$ cat src/rtl/upq_pkg.sv
// Package for the unsorted priority queue: command and status codes and the
// request and response item types. No dependencies.
`default_nettype none

package upq_pkg;

   localparam logic [2:0] CMD_INSERT = 3'd0;
   localparam logic [2:0] CMD_POP    = 3'd1;
   localparam logic [2:0] CMD_PEEK   = 3'd2;
   localparam logic [2:0] CMD_CHANGE = 3'd3;
   localparam logic [2:0] CMD_CLEAR  = 3'd4;

   localparam logic [1:0] STATUS_OK        = 2'd0;
   localparam logic [1:0] STATUS_EMPTY     = 2'd1;
   localparam logic [1:0] STATUS_NOT_FOUND = 2'd2;
   localparam logic [1:0] STATUS_FULL      = 2'd3;

   typedef struct packed {
      logic [2:0]  command;
      logic [15:0] entry_id;
      logic [15:0] entry_priority;
   } req_type;

   typedef struct packed {
      logic [15:0] result_id;
      logic [15:0] result_priority;
      logic [1:0]  status;
      logic [6:0]  entry_count;
   } rsp_type;

endpackage

`default_nettype wire

$ cat src/rtl/unsorted_priority_queue.sv
// Unsorted priority queue with change-key: up to DEPTH (id, priority) entries
// kept in insertion order in one synchronous memory, lower priority first.
// Insert, clear and unused codes, and peek, pop or change on an empty list,
// go straight to a result. Peek and change on N > 0 entries read every held
// entry once through the single read port. A pop reads every entry too and,
// unless it removes the last entry, then moves the K entries behind the
// removed one down by one place.
// A finished result waits in an output register, so the next item is taken
// while it is still unread.
// Depends on upq_pkg, upq_ctrl and upq_mem.
`default_nettype none

module unsorted_priority_queue #(
   parameter int DEPTH     = 64,
   parameter int ID_BITS   = 16,
   parameter int PRIO_BITS = 16
) (
   input  wire logic              clock,
   input  wire logic              reset,
   input  wire logic              req_valid,
   output logic                   req_ready,
   input  wire upq_pkg::req_type  req_data,
   output logic                   rsp_valid,
   input  wire logic              rsp_ready,
   output upq_pkg::rsp_type       rsp_data
);
   import upq_pkg::*;

   localparam int AW = (DEPTH > 1) ? $clog2(DEPTH) : 1;
   localparam int CW = $clog2(DEPTH + 1);
   localparam int EW = ID_BITS + PRIO_BITS;

   logic           done_valid;
   rsp_type        done_data;
   logic           done_take;
   logic           mem_we;
   logic [AW-1:0]  mem_waddr;
   logic [EW-1:0]  mem_wdata;
   logic           mem_re;
   logic [AW-1:0]  mem_raddr;
   logic [EW-1:0]  mem_rdata;

   logic           rsp_valid_ff, rsp_valid_in;
   rsp_type        rsp_data_ff, rsp_data_in;

   upq_ctrl #(
      .DEPTH     (DEPTH),
      .ID_BITS   (ID_BITS),
      .PRIO_BITS (PRIO_BITS),
      .AW        (AW),
      .CW        (CW)
   ) u_ctrl (
      .clock      (clock),
      .reset      (reset),
      .req_valid  (req_valid),
      .req_ready  (req_ready),
      .req_data   (req_data),
      .done_valid (done_valid),
      .done_data  (done_data),
      .done_take  (done_take),
      .mem_we     (mem_we),
      .mem_waddr  (mem_waddr),
      .mem_wdata  (mem_wdata),
      .mem_re     (mem_re),
      .mem_raddr  (mem_raddr),
      .mem_rdata  (mem_rdata)
   );

   upq_mem #(
      .DEPTH (DEPTH),
      .WIDTH (EW),
      .AW    (AW)
   ) u_mem (
      .clock   (clock),
      .wr_en   (mem_we),
      .wr_addr (mem_waddr),
      .wr_data (mem_wdata),
      .rd_en   (mem_re),
      .rd_addr (mem_raddr),
      .rd_data (mem_rdata)
   );

   // The output register takes a new item once it is empty or being drained.
   assign done_take = done_valid && (!rsp_valid_ff || rsp_ready);

   always_comb begin
      rsp_valid_in = rsp_valid_ff;
      rsp_data_in  = rsp_data_ff;
      if (done_take) begin
         rsp_valid_in = 1'b1;
         rsp_data_in  = done_data;
      end else if (rsp_ready) begin
         rsp_valid_in = 1'b0;
      end
   end

   always_ff @(posedge clock) begin
      if (reset) begin
         rsp_valid_ff <= 1'b0;
      end else begin
         rsp_valid_ff <= rsp_valid_in;
      end
   end

   always_ff @(posedge clock) begin
      rsp_data_ff <= rsp_data_in;
   end

   assign rsp_valid = rsp_valid_ff;
   assign rsp_data  = rsp_data_ff;

endmodule

`default_nettype wire

$ cat src/rtl/upq_mem.sv
// Entry memory of the priority queue: one write port, one read port with
// registered read data. No dependencies.
`default_nettype none

module upq_mem #(
   parameter int DEPTH = 64,
   parameter int WIDTH = 32,
   parameter int AW    = 6
) (
   input  wire logic             clock,
   input  wire logic             wr_en,
   input  wire logic [AW-1:0]    wr_addr,
   input  wire logic [WIDTH-1:0] wr_data,
   input  wire logic             rd_en,
   input  wire logic [AW-1:0]    rd_addr,
   output logic      [WIDTH-1:0] rd_data
);

   logic [WIDTH-1:0] mem [DEPTH];
   logic [WIDTH-1:0] rd_data_ff;

   always_ff @(posedge clock) begin
      if (wr_en) begin
         mem[wr_addr] <= wr_data;
      end
      if (rd_en) begin
         rd_data_ff <= mem[rd_addr];
      end
   end

   assign rd_data = rd_data_ff;

endmodule

`default_nettype wire

$ cat src/rtl/upq_ctrl.sv
// Command sequencer of the priority queue: scans the entry memory for the
// minimum or a matching id and compacts the list after a pop. Uses upq_pkg.
`default_nettype none

module upq_ctrl #(
   parameter int DEPTH     = 64,
   parameter int ID_BITS   = 16,
   parameter int PRIO_BITS = 16,
   parameter int AW        = 6,
   parameter int CW        = 7
) (
   input  wire logic                          clock,
   input  wire logic                          reset,
   input  wire logic                          req_valid,
   output logic                               req_ready,
   input  wire upq_pkg::req_type              req_data,
   output logic                               done_valid,
   output upq_pkg::rsp_type                   done_data,
   input  wire logic                          done_take,
   output logic                               mem_we,
   output logic [AW-1:0]                      mem_waddr,
   output logic [ID_BITS+PRIO_BITS-1:0]       mem_wdata,
   output logic                               mem_re,
   output logic [AW-1:0]                      mem_raddr,
   input  wire logic [ID_BITS+PRIO_BITS-1:0]  mem_rdata
);
   import upq_pkg::*;

   typedef enum logic [3:0] {
      ST_IDLE  = 4'b0001,
      ST_SCAN  = 4'b0010,
      ST_SHIFT = 4'b0100,
      ST_DONE  = 4'b1000
   } state_type;

   state_type              state_ff, state_in;
   logic [CW-1:0]          count_ff, count_in;
   logic [2:0]             cmd_ff, cmd_in;
   logic [ID_BITS-1:0]     id_ff, id_in;
   logic [PRIO_BITS-1:0]   prio_ff, prio_in;
   logic [CW-1:0]          rd_ptr_ff, rd_ptr_in;
   logic                   rd_pend_ff, rd_pend_in;
   logic [AW-1:0]          dat_idx_ff, dat_idx_in;
   logic                   found_ff, found_in;
   logic [AW-1:0]          best_idx_ff, best_idx_in;
   logic [ID_BITS-1:0]     best_id_ff, best_id_in;
   logic [PRIO_BITS-1:0]   best_prio_ff, best_prio_in;
   rsp_type                res_ff, res_in;

   logic [ID_BITS-1:0]     rd_id;
   logic [PRIO_BITS-1:0]   rd_prio;
   logic                   take;
   logic                   found_nx;
   logic [AW-1:0]          best_idx_nx;
   logic [ID_BITS-1:0]     best_id_nx;
   logic [PRIO_BITS-1:0]   best_prio_nx;
   logic                   issue;
   logic                   last;
   logic [CW-1:0]          count_m1;

   assign rd_id   = mem_rdata[ID_BITS+PRIO_BITS-1 -: ID_BITS];
   assign rd_prio = mem_rdata[PRIO_BITS-1:0];

   // Strict less-than keeps the entry nearest the front on ties.
   assign take = rd_pend_ff && (!found_ff || rd_prio < best_prio_ff) &&
                 (cmd_ff != CMD_CHANGE || rd_id == id_ff);

   assign found_nx     = found_ff | take;
   assign best_idx_nx  = take ? dat_idx_ff : best_idx_ff;
   assign best_id_nx   = take ? rd_id : best_id_ff;
   assign best_prio_nx = take ? rd_prio : best_prio_ff;

   assign count_m1 = count_ff - CW'(1);
   assign issue    = rd_ptr_ff < count_ff;
   assign last     = rd_pend_ff && (CW'(dat_idx_ff) == count_m1);

   always_comb begin
      state_in     = state_ff;
      count_in     = count_ff;
      cmd_in       = cmd_ff;
      id_in        = id_ff;
      prio_in      = prio_ff;
      rd_ptr_in    = rd_ptr_ff;
      rd_pend_in   = 1'b0;
      dat_idx_in   = dat_idx_ff;
      found_in     = found_ff;
      best_idx_in  = best_idx_ff;
      best_id_in   = best_id_ff;
      best_prio_in = best_prio_ff;
      res_in       = res_ff;
      mem_we       = 1'b0;
      mem_waddr    = '0;
      mem_wdata    = '0;
      mem_re       = 1'b0;
      mem_raddr    = rd_ptr_ff[AW-1:0];

      unique case (state_ff)
         ST_IDLE: begin
            if (req_valid) begin
               cmd_in    = req_data.command;
               id_in     = ID_BITS'(req_data.entry_id);
               prio_in   = PRIO_BITS'(req_data.entry_priority);
               res_in    = '0;
               rd_ptr_in = '0;
               found_in  = 1'b0;
               state_in  = ST_DONE;
               unique case (req_data.command) inside
                  CMD_INSERT: begin
                     if (count_ff == CW'(DEPTH)) begin
                        res_in.status = STATUS_FULL;
                     end else begin
                        mem_we    = 1'b1;
                        mem_waddr = count_ff[AW-1:0];
                        mem_wdata = {ID_BITS'(req_data.entry_id),
                                     PRIO_BITS'(req_data.entry_priority)};
                        count_in  = count_ff + CW'(1);
                     end
                  end
                  CMD_POP, CMD_PEEK: begin
                     if (count_ff == '0) begin
                        res_in.status = STATUS_EMPTY;
                     end else begin
                        state_in = ST_SCAN;
                     end
                  end
                  CMD_CHANGE: begin
                     if (count_ff == '0) begin
                        res_in.status = STATUS_NOT_FOUND;
                     end else begin
                        state_in = ST_SCAN;
                     end
                  end
                  CMD_CLEAR: begin
                     count_in = '0;
                  end
                  default: begin
                  end
               endcase
            end
         end

         ST_SCAN: begin
            mem_re       = issue;
            rd_pend_in   = issue;
            dat_idx_in   = rd_ptr_ff[AW-1:0];
            if (issue) begin
               rd_ptr_in = rd_ptr_ff + CW'(1);
            end
            found_in     = found_nx;
            best_idx_in  = best_idx_nx;
            best_id_in   = best_id_nx;
            best_prio_in = best_prio_nx;
            if (last) begin
               state_in = ST_DONE;
               if (cmd_ff == CMD_CHANGE) begin
                  if (found_nx) begin
                     mem_we    = 1'b1;
                     mem_waddr = best_idx_nx;
                     mem_wdata = {best_id_nx, prio_ff};
                  end else begin
                     res_in.status = STATUS_NOT_FOUND;
                  end
               end else begin
                  res_in.result_id       = 16'(best_id_nx);
                  res_in.result_priority = 16'(best_prio_nx);
                  if (cmd_ff == CMD_POP) begin
                     if (CW'(best_idx_nx) == count_m1) begin
                        count_in = count_m1;
                     end else begin
                        // Move every later entry down by one place.
                        rd_ptr_in = CW'(best_idx_nx) + CW'(1);
                        state_in  = ST_SHIFT;
                     end
                  end
               end
            end
         end

         ST_SHIFT: begin
            mem_re     = issue;
            rd_pend_in = issue;
            dat_idx_in = rd_ptr_ff[AW-1:0];
            if (issue) begin
               rd_ptr_in = rd_ptr_ff + CW'(1);
            end
            if (rd_pend_ff) begin
               mem_we    = 1'b1;
               mem_waddr = dat_idx_ff - AW'(1);
               mem_wdata = mem_rdata;
            end
            if (last) begin
               count_in = count_m1;
               state_in = ST_DONE;
            end
         end

         ST_DONE: begin
            if (done_take) begin
               state_in = ST_IDLE;
            end
         end

         default: begin
            state_in = ST_IDLE;
         end
      endcase
   end

   always_ff @(posedge clock) begin
      if (reset) begin
         state_ff   <= ST_IDLE;
         count_ff   <= '0;
         rd_pend_ff <= 1'b0;
      end else begin
         state_ff   <= state_in;
         count_ff   <= count_in;
         rd_pend_ff <= rd_pend_in;
      end
   end

   always_ff @(posedge clock) begin
      cmd_ff       <= cmd_in;
      id_ff        <= id_in;
      prio_ff      <= prio_in;
      rd_ptr_ff    <= rd_ptr_in;
      dat_idx_ff   <= dat_idx_in;
      found_ff     <= found_in;
      best_idx_ff  <= best_idx_in;
      best_id_ff   <= best_id_in;
      best_prio_ff <= best_prio_in;
      res_ff       <= res_in;
   end

   assign req_ready  = (state_ff == ST_IDLE);
   assign done_valid = (state_ff == ST_DONE);

   always_comb begin
      done_data             = res_ff;
      done_data.entry_count = 7'(count_ff);
   end

endmodule

`default_nettype wire
$ cat config.mk
export PLATFORM = sky130hd
export DESIGN_NAME = unsorted_priority_queue
export DESIGN_NICKNAME = d
export VERILOG_FILES = /design/src/rtl/upq_pkg.sv /design/src/rtl/unsorted_priority_queue.sv /design/src/rtl/upq_mem.sv /design/src/rtl/upq_ctrl.sv
export SDC_FILE = /design/constraint.sdc
export NUM_CORES = 2
export LEC_CHECK = 0
export BUFFER_PORTS_ARGS = -buffer_cell sky130_fd_sc_hd__buf_2
export CAP_MARGIN = 15
export CORE_MARGIN = 5
export CORE_UTILIZATION = 57
export CTS_CLUSTER_DIAMETER = 150
export DETAILED_ROUTE_END_ITERATION = 10
export PLACE_DENSITY = 0.75
export SLEW_MARGIN = 30
export SYNTH_ARGS = -nofsm -noshare
export SYNTH_HDL_FRONTEND = slang
export SYNTH_SLANG_ARGS = --single-unit
$ cat constraint.sdc
create_clock -name clock -period 5.55 [get_ports clock]
set_clock_uncertainty 0.15 [all_clocks]
set_input_delay 0.555 -clock clock [delete_from_list [all_inputs] [get_ports clock]]
set_output_delay 0.555 -clock clock [all_outputs]
set_load 0.01 [all_outputs]
# Yosys cells after proc, flatten, opt, wreduce, memory -nomap -nowiden
# Memories as Yosys holds them, arrays and structs flattened. A register that Yosys moved wholly into a read port is not among the register bits.
# Index checks and enable logic that the tools add are counted.
[totals] ff_bits=175 latch_bits=0 ramBits=2048 rom_bits=0 in_bits=39 memories=1
[mem_list] memory="u_mem.mem" depth=64 word_bits=32 read_ports=1 rd_clocked_by_memory_dff=1 wr=1 line_no="upq_mem.sv:19" text="logic [WIDTH-1:0] mem [DEPTH];"
[classes] addsub=5 mul=0 div_mod_pow=0 n_lt_le_gt_ge=2 n_eq_ne=26 n_shift=0 mux=70 bitwise=1 reduce_logical=24
[ops] cell="$mux W32" n=8
[ops] cell="$pmux W32 S3" n=1
[ops] cell="$mux W7" n=13
[ops] cell="$pmux W34 S2" n=1
[ops] cell="$mux W6" n=8
[ops] cell="$pmux W7 S3" n=2
[ops] cell="$mux W41" n=1
[ops] cell="$mux W4" n=9
[ops] cell="$mux W34" n=1
[ops] cell="$mux W16" n=2
[ops] cell="$pmux W6 S3" n=1
[ops] cell="$eq A16 B16 Y1" n=1
[ops] cell="$lt A16 B16 Y1" n=1
[ops] cell="$pmux W4 S4" n=1
[ops] cell="$add A7 B1 Y7 const B" n=2
[ops] cell="$eq A6 B7 Y1" n=2
[ops] cell="$mux W1" n=14
[ops] cell="$pmux W7 S2" n=1
[ops] cell="$ne A2 B1 Y1 const B" n=6
[ops] cell="$eq A3 B2 Y1 const B" n=3
[ops] cell="$reduce_and A9 Y1" n=1
[ops] cell="$mux W2" n=4
[ops] cell="$reduce_and A4 Y1" n=2
[ops] cell="$add A6 B1 Y7 const B" n=1
[ops] cell="29 further kinds" n=42

# Depth between registers and ports, before layout
[depth] ltp_word=11 mapped_depth=15 mapped_depth_nobuf=12

# By module
# A second synthesis with hierarchy kept.
[unflattened] cells_unflattened=4022 area_unflattened_um2=87468.9
[modules_own_cells] module="upq_mem" instances=1 cells_per_inst=3323 area_per_inst_um2=78829.4 seq_area_each_um2=62459.9
[modules_own_cells] module="upq_ctrl" instances=1 cells_per_inst=653 area_per_inst_um2=7353.3 seq_area_each_um2=3873.7
[modules_own_cells] module="unsorted_priority_queue" instances=1 cells_per_inst=46 area_per_inst_um2=1286.2 seq_area_each_um2=1251.2

# Worst setup path after synthesis
# OpenSTA, ideal clock, no wires.
[synth_path] path_type="register to register" start="register u_ctrl.count_ff[0]" end="memory u_mem.mem[0][21] (data pin)" setup_ns=0.702 arrival_time_ns=5.081 required_time_ns=4.698 path_slack_ns=-0.383 stages_incl_launch_ff=13 n_path_buf=3 period_less_slack_ns=5.933 cell_sequence="dfxtp_1 > buf_2 > inv_1 > ha_1 > xor2_1 > o2111ai_1 > nor4b_1 > and3_4 > nand2_2 > or3_1 > buf_4 > clkbuf_1 > o21ai_0"
[synth_between] elab_chain_len=5
[synth_rtl] item="start: declaration" line_no="upq_ctrl.sv:37" text="logic [CW-1:0] count_ff, count_in;"
[synth_rtl] item="start signal: assignment" line_no="upq_ctrl.sv:216" text="count_ff <= count_in;"
[synth_rtl] item="$sub A7 B1 Y7 / $eq A7 B7 Y1 (equally long branches)" line_no="upq_ctrl.sv:73, upq_ctrl.sv:109"
[synth_rtl] item="$eq A6 B7 Y1 / $mux W32 (equally long branches)" line_no="upq_ctrl.sv:75, upq_ctrl.sv:109"
[synth_rtl] item="$logic_and A1 B1 Y1 / $mux W32 (equally long branches)" line_no="upq_ctrl.sv:75, upq_ctrl.sv:107"
[synth_rtl] item="$mux W32 (on tied branches)" line_no="upq_ctrl.sv:153, upq_ctrl.sv:99"
[synth_rtl] item="$pmux W32 S3 *" line_no="upq_ctrl.sv:97" text="unique case (state_ff)"
[synth_rtl] item="net mem_wdata[21]" line_no="unsorted_priority_queue.sv:38" text="logic [EW-1:0] mem_wdata;"
[synth_rtl] item="end: declaration" line_no="upq_mem.sv:19"
# The timed path passes the listed nets; every way through them passes the cells marked *.

# Final worst setup path
[layout_path] start="register u_ctrl.count_ff[0]" end="memory u_mem.mem[59][24], enable pin"
[layout_between] elab_chain_len=7
[layout_rtl] item="$sub A7 B1 Y7 / $eq A7 B7 Y1 (equally long branches)" line_no="upq_ctrl.sv:73, upq_ctrl.sv:109"
[layout_rtl] item="$eq A6 B7 Y1 / $mux W1 (equally long branches)" line_no="upq_ctrl.sv:75, upq_ctrl.sv:109"
[layout_rtl] item="$logic_and A1 B1 Y1 / $mux W1 (equally long branches)" line_no="upq_ctrl.sv:75, upq_ctrl.sv:107"
[layout_rtl] item="$mux W1 (on tied branches)" line_no="upq_ctrl.sv:153, upq_ctrl.sv:99"
[layout_rtl] item="$pmux W1 S3" line_no="upq_ctrl.sv:97"
[layout_rtl] item="$mux W1" line_no="upq_mem.sv:23" text="if (wr_en) begin"
[layout_rtl] item="$mux W1 (not written as such)" line_no="upq_mem.sv:24" text="mem[wr_addr] <= wr_data;"
# Parallel ways exist; a longest one is shown, timed or not.

==> summary.md <==
| Metric | Value |
|---|---|
| Outcome | `finished, final reports clean` |
| Met1 usage | `40.3%` |
| Initial DRC Count | `6,383` |
| Syn_nets | `3,769` |
| CTS sink cnt | `2,255` |
| Library cells used by synthesis | `72` |
| Routed Antenna Nets | `0` |
| Die height | `401 microns` |
| Crit Path Category | `flop to flop` |
| Slew headroom | `31.9%` |
| Reg2reg path depth | `13` |
| Syn Area/Cell | `23.5 sq um` |
| Final worst-path cycle share | `92.7%` |
| Row cnt | `143` |
| Max Root-Sink Buffers | `3` |
| Hold Path Sink | `rsp_data[34]$_DFFE_PP_` |
| DRC viols | `0` |
| Critical Path Start Type | `flop` |
| Layout cells sized above 1 | `32.2%` |
| Sequential Power Share | `42.2%` |
| Clk pwr share | `31.2%` |
| Final hold slack | `0.259 ns` |
| CP max FO | `18` |
| Drt pass-1 iters | `7` |
| Setup violators final | `0` |
| RSZ-0062 raised after global routing | `false` |
| R2r startpoint | `u_ctrl.count_ff[0]$_SDFFE_PP0P_` |
| Leakage power | `31.8 nW` |
| Post-synth ARST share | `0%` |
| Initial Util | `57.3%` |
| Mapped Cells | `3,704` |
| Cell Area, Synth | `87,200 sq um` |
| Met2 Track Usage GR | `43.1%` |
| Worst EP required | `5.95 ns` |
| Routability Congestion | `0.906` |
| # IOs | `82` |
| Gr ovfl total | `0` |
| DP HPWL | `126,000 microns` |
| Number of synthesized flops with an enable pin | `2,242` |
| Worst-Margin Slew | `1.02 ns` |
| First-pass GRT wire length | `318,000 microns` |
| Net Sw Frac | `29.1%` |
| Clock-pin slew on the worst setup and hold paths | `0.07 ns` |
| DP Cell Count | `5,807` |
| Number of antenna violations at the first check in global routing | `24` |
| Slowest stage delay, CP | `0.71 ns` |
| CTS buffer count | `210` |
| Worst reg2reg path endpoint | `u_mem.mem[59][24]$_DFFE_PP_` |
| Fmax | `194 MHz` |
| Total GRT Usage | `27.7%` |
| Flops & latches, synth | `2,255` |
| Fraction of the yosys area taken by sequential cells | `77.5%` |
| Finished Layout Cells | `6,245` |
| R2R setup slack | `0.40 ns` |
| Avg Vias per Cell | `6.87` |
| Worst Hold Launch | `u_ctrl.done_data[34]$_SDFFCE_PN0P_` |
| Post-synth top flop | `edfxtp_1` |
| GR Layer Usage met3 | `6.46%` |
| Grt peak-use layer | `met2` |
| Logic pwr share | `26.6%` |
| Die width | `401 microns` |
| Core area | `152,000 sq um` |
| Arrival @ worst endpoint | `5.55 ns` |
| P&R area growth vs syn | `14.3%` |
| Switching Power | `13.3 mW` |
| DR vias | `42,900` |
| Peak VDD IR | `0.386 mV` |
| Crit path time final | `5.15 ns` |
| Later-pin clock latency in the skew report | `0.84 ns` |
| Worst Setup End Kind | `flop` |
| Crit-path cells | `inv_1, ha_1, xor2_1, o2111ai_1, nor4b_1, and3_4, nand2_2, nor3_4, a21o_1, nor2b_1, nand2_1, nor2_4, buf_16` |
| Worst hold-check path type | `flop to flop` |
| CP max stage cell | `nor2_4` |
| Max Cap Viol | `0` |
| Fin. Hold Viols | `0` |
| Largest net degree at the start of global routing | `140` |
| Die area | `161,000 sq um` |
| CTS tree | `yes` |
| Ys Warns | `0` |
| H-tree levels | `4` |
| Nets | `4,094` |
| Final Slew Violations | `0` |
| Hold path depth | `0` |
| PwrDens | `457 nW/um^2` |
| WL final | `222,000 microns` |
| P_int | `32.3 mW` |
| Critical Path Source | `u_ctrl.count_ff[0]$_SDFFE_PP0P_` |
| PortBufs | `81` |
| Vias in the first global route | `42,300` |
| Root buf cell | `clkbuf_16` |
| Average wire per cell in the routed design | `35.5 microns` |
==> layout make-up <==
class	instances	area (sq um)
diodes	9	22.5
clock buffers	252	5430
clock inverters	137	1290
fillers	9161	52400
inverters	52	195
multi-input cells	1218	19400
flip-flops and latches	2255	67600
well taps	2030	2540
repair buffers	292	3140
==> worst max-delay path, delay by kind of cell, from the launching register on <==
family	cells	cell delay, ns
flops	1	0.65
xor+xnor	1	0.17
fa+ha+maj	1	0.42
simple gates	7	2.58
compound gates	2	0.45
buf+inv	2	0.41
==> worst max-delay path by stage <==
stage / end / slack [ns] / depth (start not counted)
final: u_mem.mem[59][24]$_DFFE_PP_ / 0.40 / 13
after global routing: u_mem.mem[37][22]$_DFFE_PP_ / 0.13 / 15
after floorplan: u_mem.mem[0][21]$_DFFE_PP_ / -0.38 / 12
after global placement: u_mem.mem[59][11]$_DFFE_PP_ / 0.43 / 12
after CTS: u_mem.mem[37][12]$_DFFE_PP_ / 0.50 / 15
after detailed placement: u_mem.mem[37][15]$_DFFE_PP_ / 0.54 / 15
==> layer usage <==
metal / wire [microns] / vias up
met5: 100 / -
met4: 6710 / 14
met3: 25800 / 388
met2: 107000 / 3174
met1: 81700 / 22800
li1: - / 16500
==> synthesized netlist by cell type (4+ instances only) <==
cell type / count / share of area [%]
a21oi_1: 18 / 0.10
and2_1: 19 / 0.14
nand3_1: 13 / 0.075
inv_1: 51 / 0.22
a211oi_1: 4 / 0.034
ha_1: 26 / 0.37
o32ai_1: 5 / 0.050
nand2b_1: 5 / 0.036
xnor2_1: 27 / 0.27
buf_2: 8 / 0.046
or3_1: 4 / 0.029
o21ai_0: 34 / 0.20
xor2_1: 11 / 0.11
o22ai_1: 6 / 0.043
nand4_1: 12 / 0.086
a21o_1: 9 / 0.077
mux2i_1: 18 / 0.21
and3_1: 6 / 0.043
mux2_2: 19 / 0.25
edfxtp_1: 2242 / 77
o21a_1: 8 / 0.069
dfxtp_1: 13 / 0.30
nor2_1: 104 / 0.45
a22oi_1: 36 / 0.31
nor3_1: 7 / 0.040
mux4_2: 672 / 17
buf_1: 45 / 0.19
clkbuf_1: 125 / 0.54
a221oi_1: 4 / 0.040
nand2_1: 84 / 0.36
nor2b_1: 11 / 0.079
==> logic make-up after synthesis <==
group,synth area share (%)
xor gates and xnor gates,0.478
and+or+nand+nor,1.64
adders and majority gates,0.373
buffers and inverters,1.01
DFF,77.5
muxes,17.8
AOI/OAI and AO/OA,1.18
==> per-stage QoR <==
stage          area (sq um)  TNS, ns  power [mW]  util, %  worst slack (ns)
2_1_floorplan         87200  -325.35        27.1        -            -0.383
3_3_place_gp          91700        0        31.3     60.3             0.432
3_5_place_dp          92500        0        31.4     60.8             0.540
4_1_cts               99600        0        45.6     65.5             0.503
5_1_grt               99600        0        47.0     65.5             0.126
6_report              99600        0        45.6     65.5             0.403
==> registers in the layout, summed over array words and instances, names as in the netlist, 16 cells and up <==
| name | cells |
|---|---|
| rsp_data | 41 |
| u_ctrl.best_id_ff | 16 |
| u_ctrl.done_data | 34 |
| u_ctrl.best_prio_ff | 16 |
| u_ctrl.id_ff | 16 |
| u_mem.rd_data | 32 |
| u_ctrl.prio_ff | 16 |
| u_mem.mem | 2048 |
==> power groups by stage <==
stage,logic [mW],clock network [mW],registers (mW)
detailed placement,11.8,0,19.6
CTS,12.0,14.4,19.2
global route,12.5,15.2,19.3
floorplan,7.53,0,19.6
global placement,11.7,0,19.6
finish,12.1,14.2,19.2
==> what timing repair did <==
item                                   4_1_cts  5_1_grt
setup buffers                                0        0
hold buffers                                39        0
resized for setup                            0        0
endpoints found under the hold margin       45        0
==> placed cells by master, fill, tap and decap left out, drive strengths merged, types with 26 or more instances in the layout <==
cell type       n
a22oi          36
buf           253
clkbuf        252
clkinv         96
dlygate4sd3    39
edfxtp       2242
ha             26
inv            63
mux4          672
nand2          85
nor2          105
o21ai          39
xnor2          28
(Power assumes the default switching activity.)
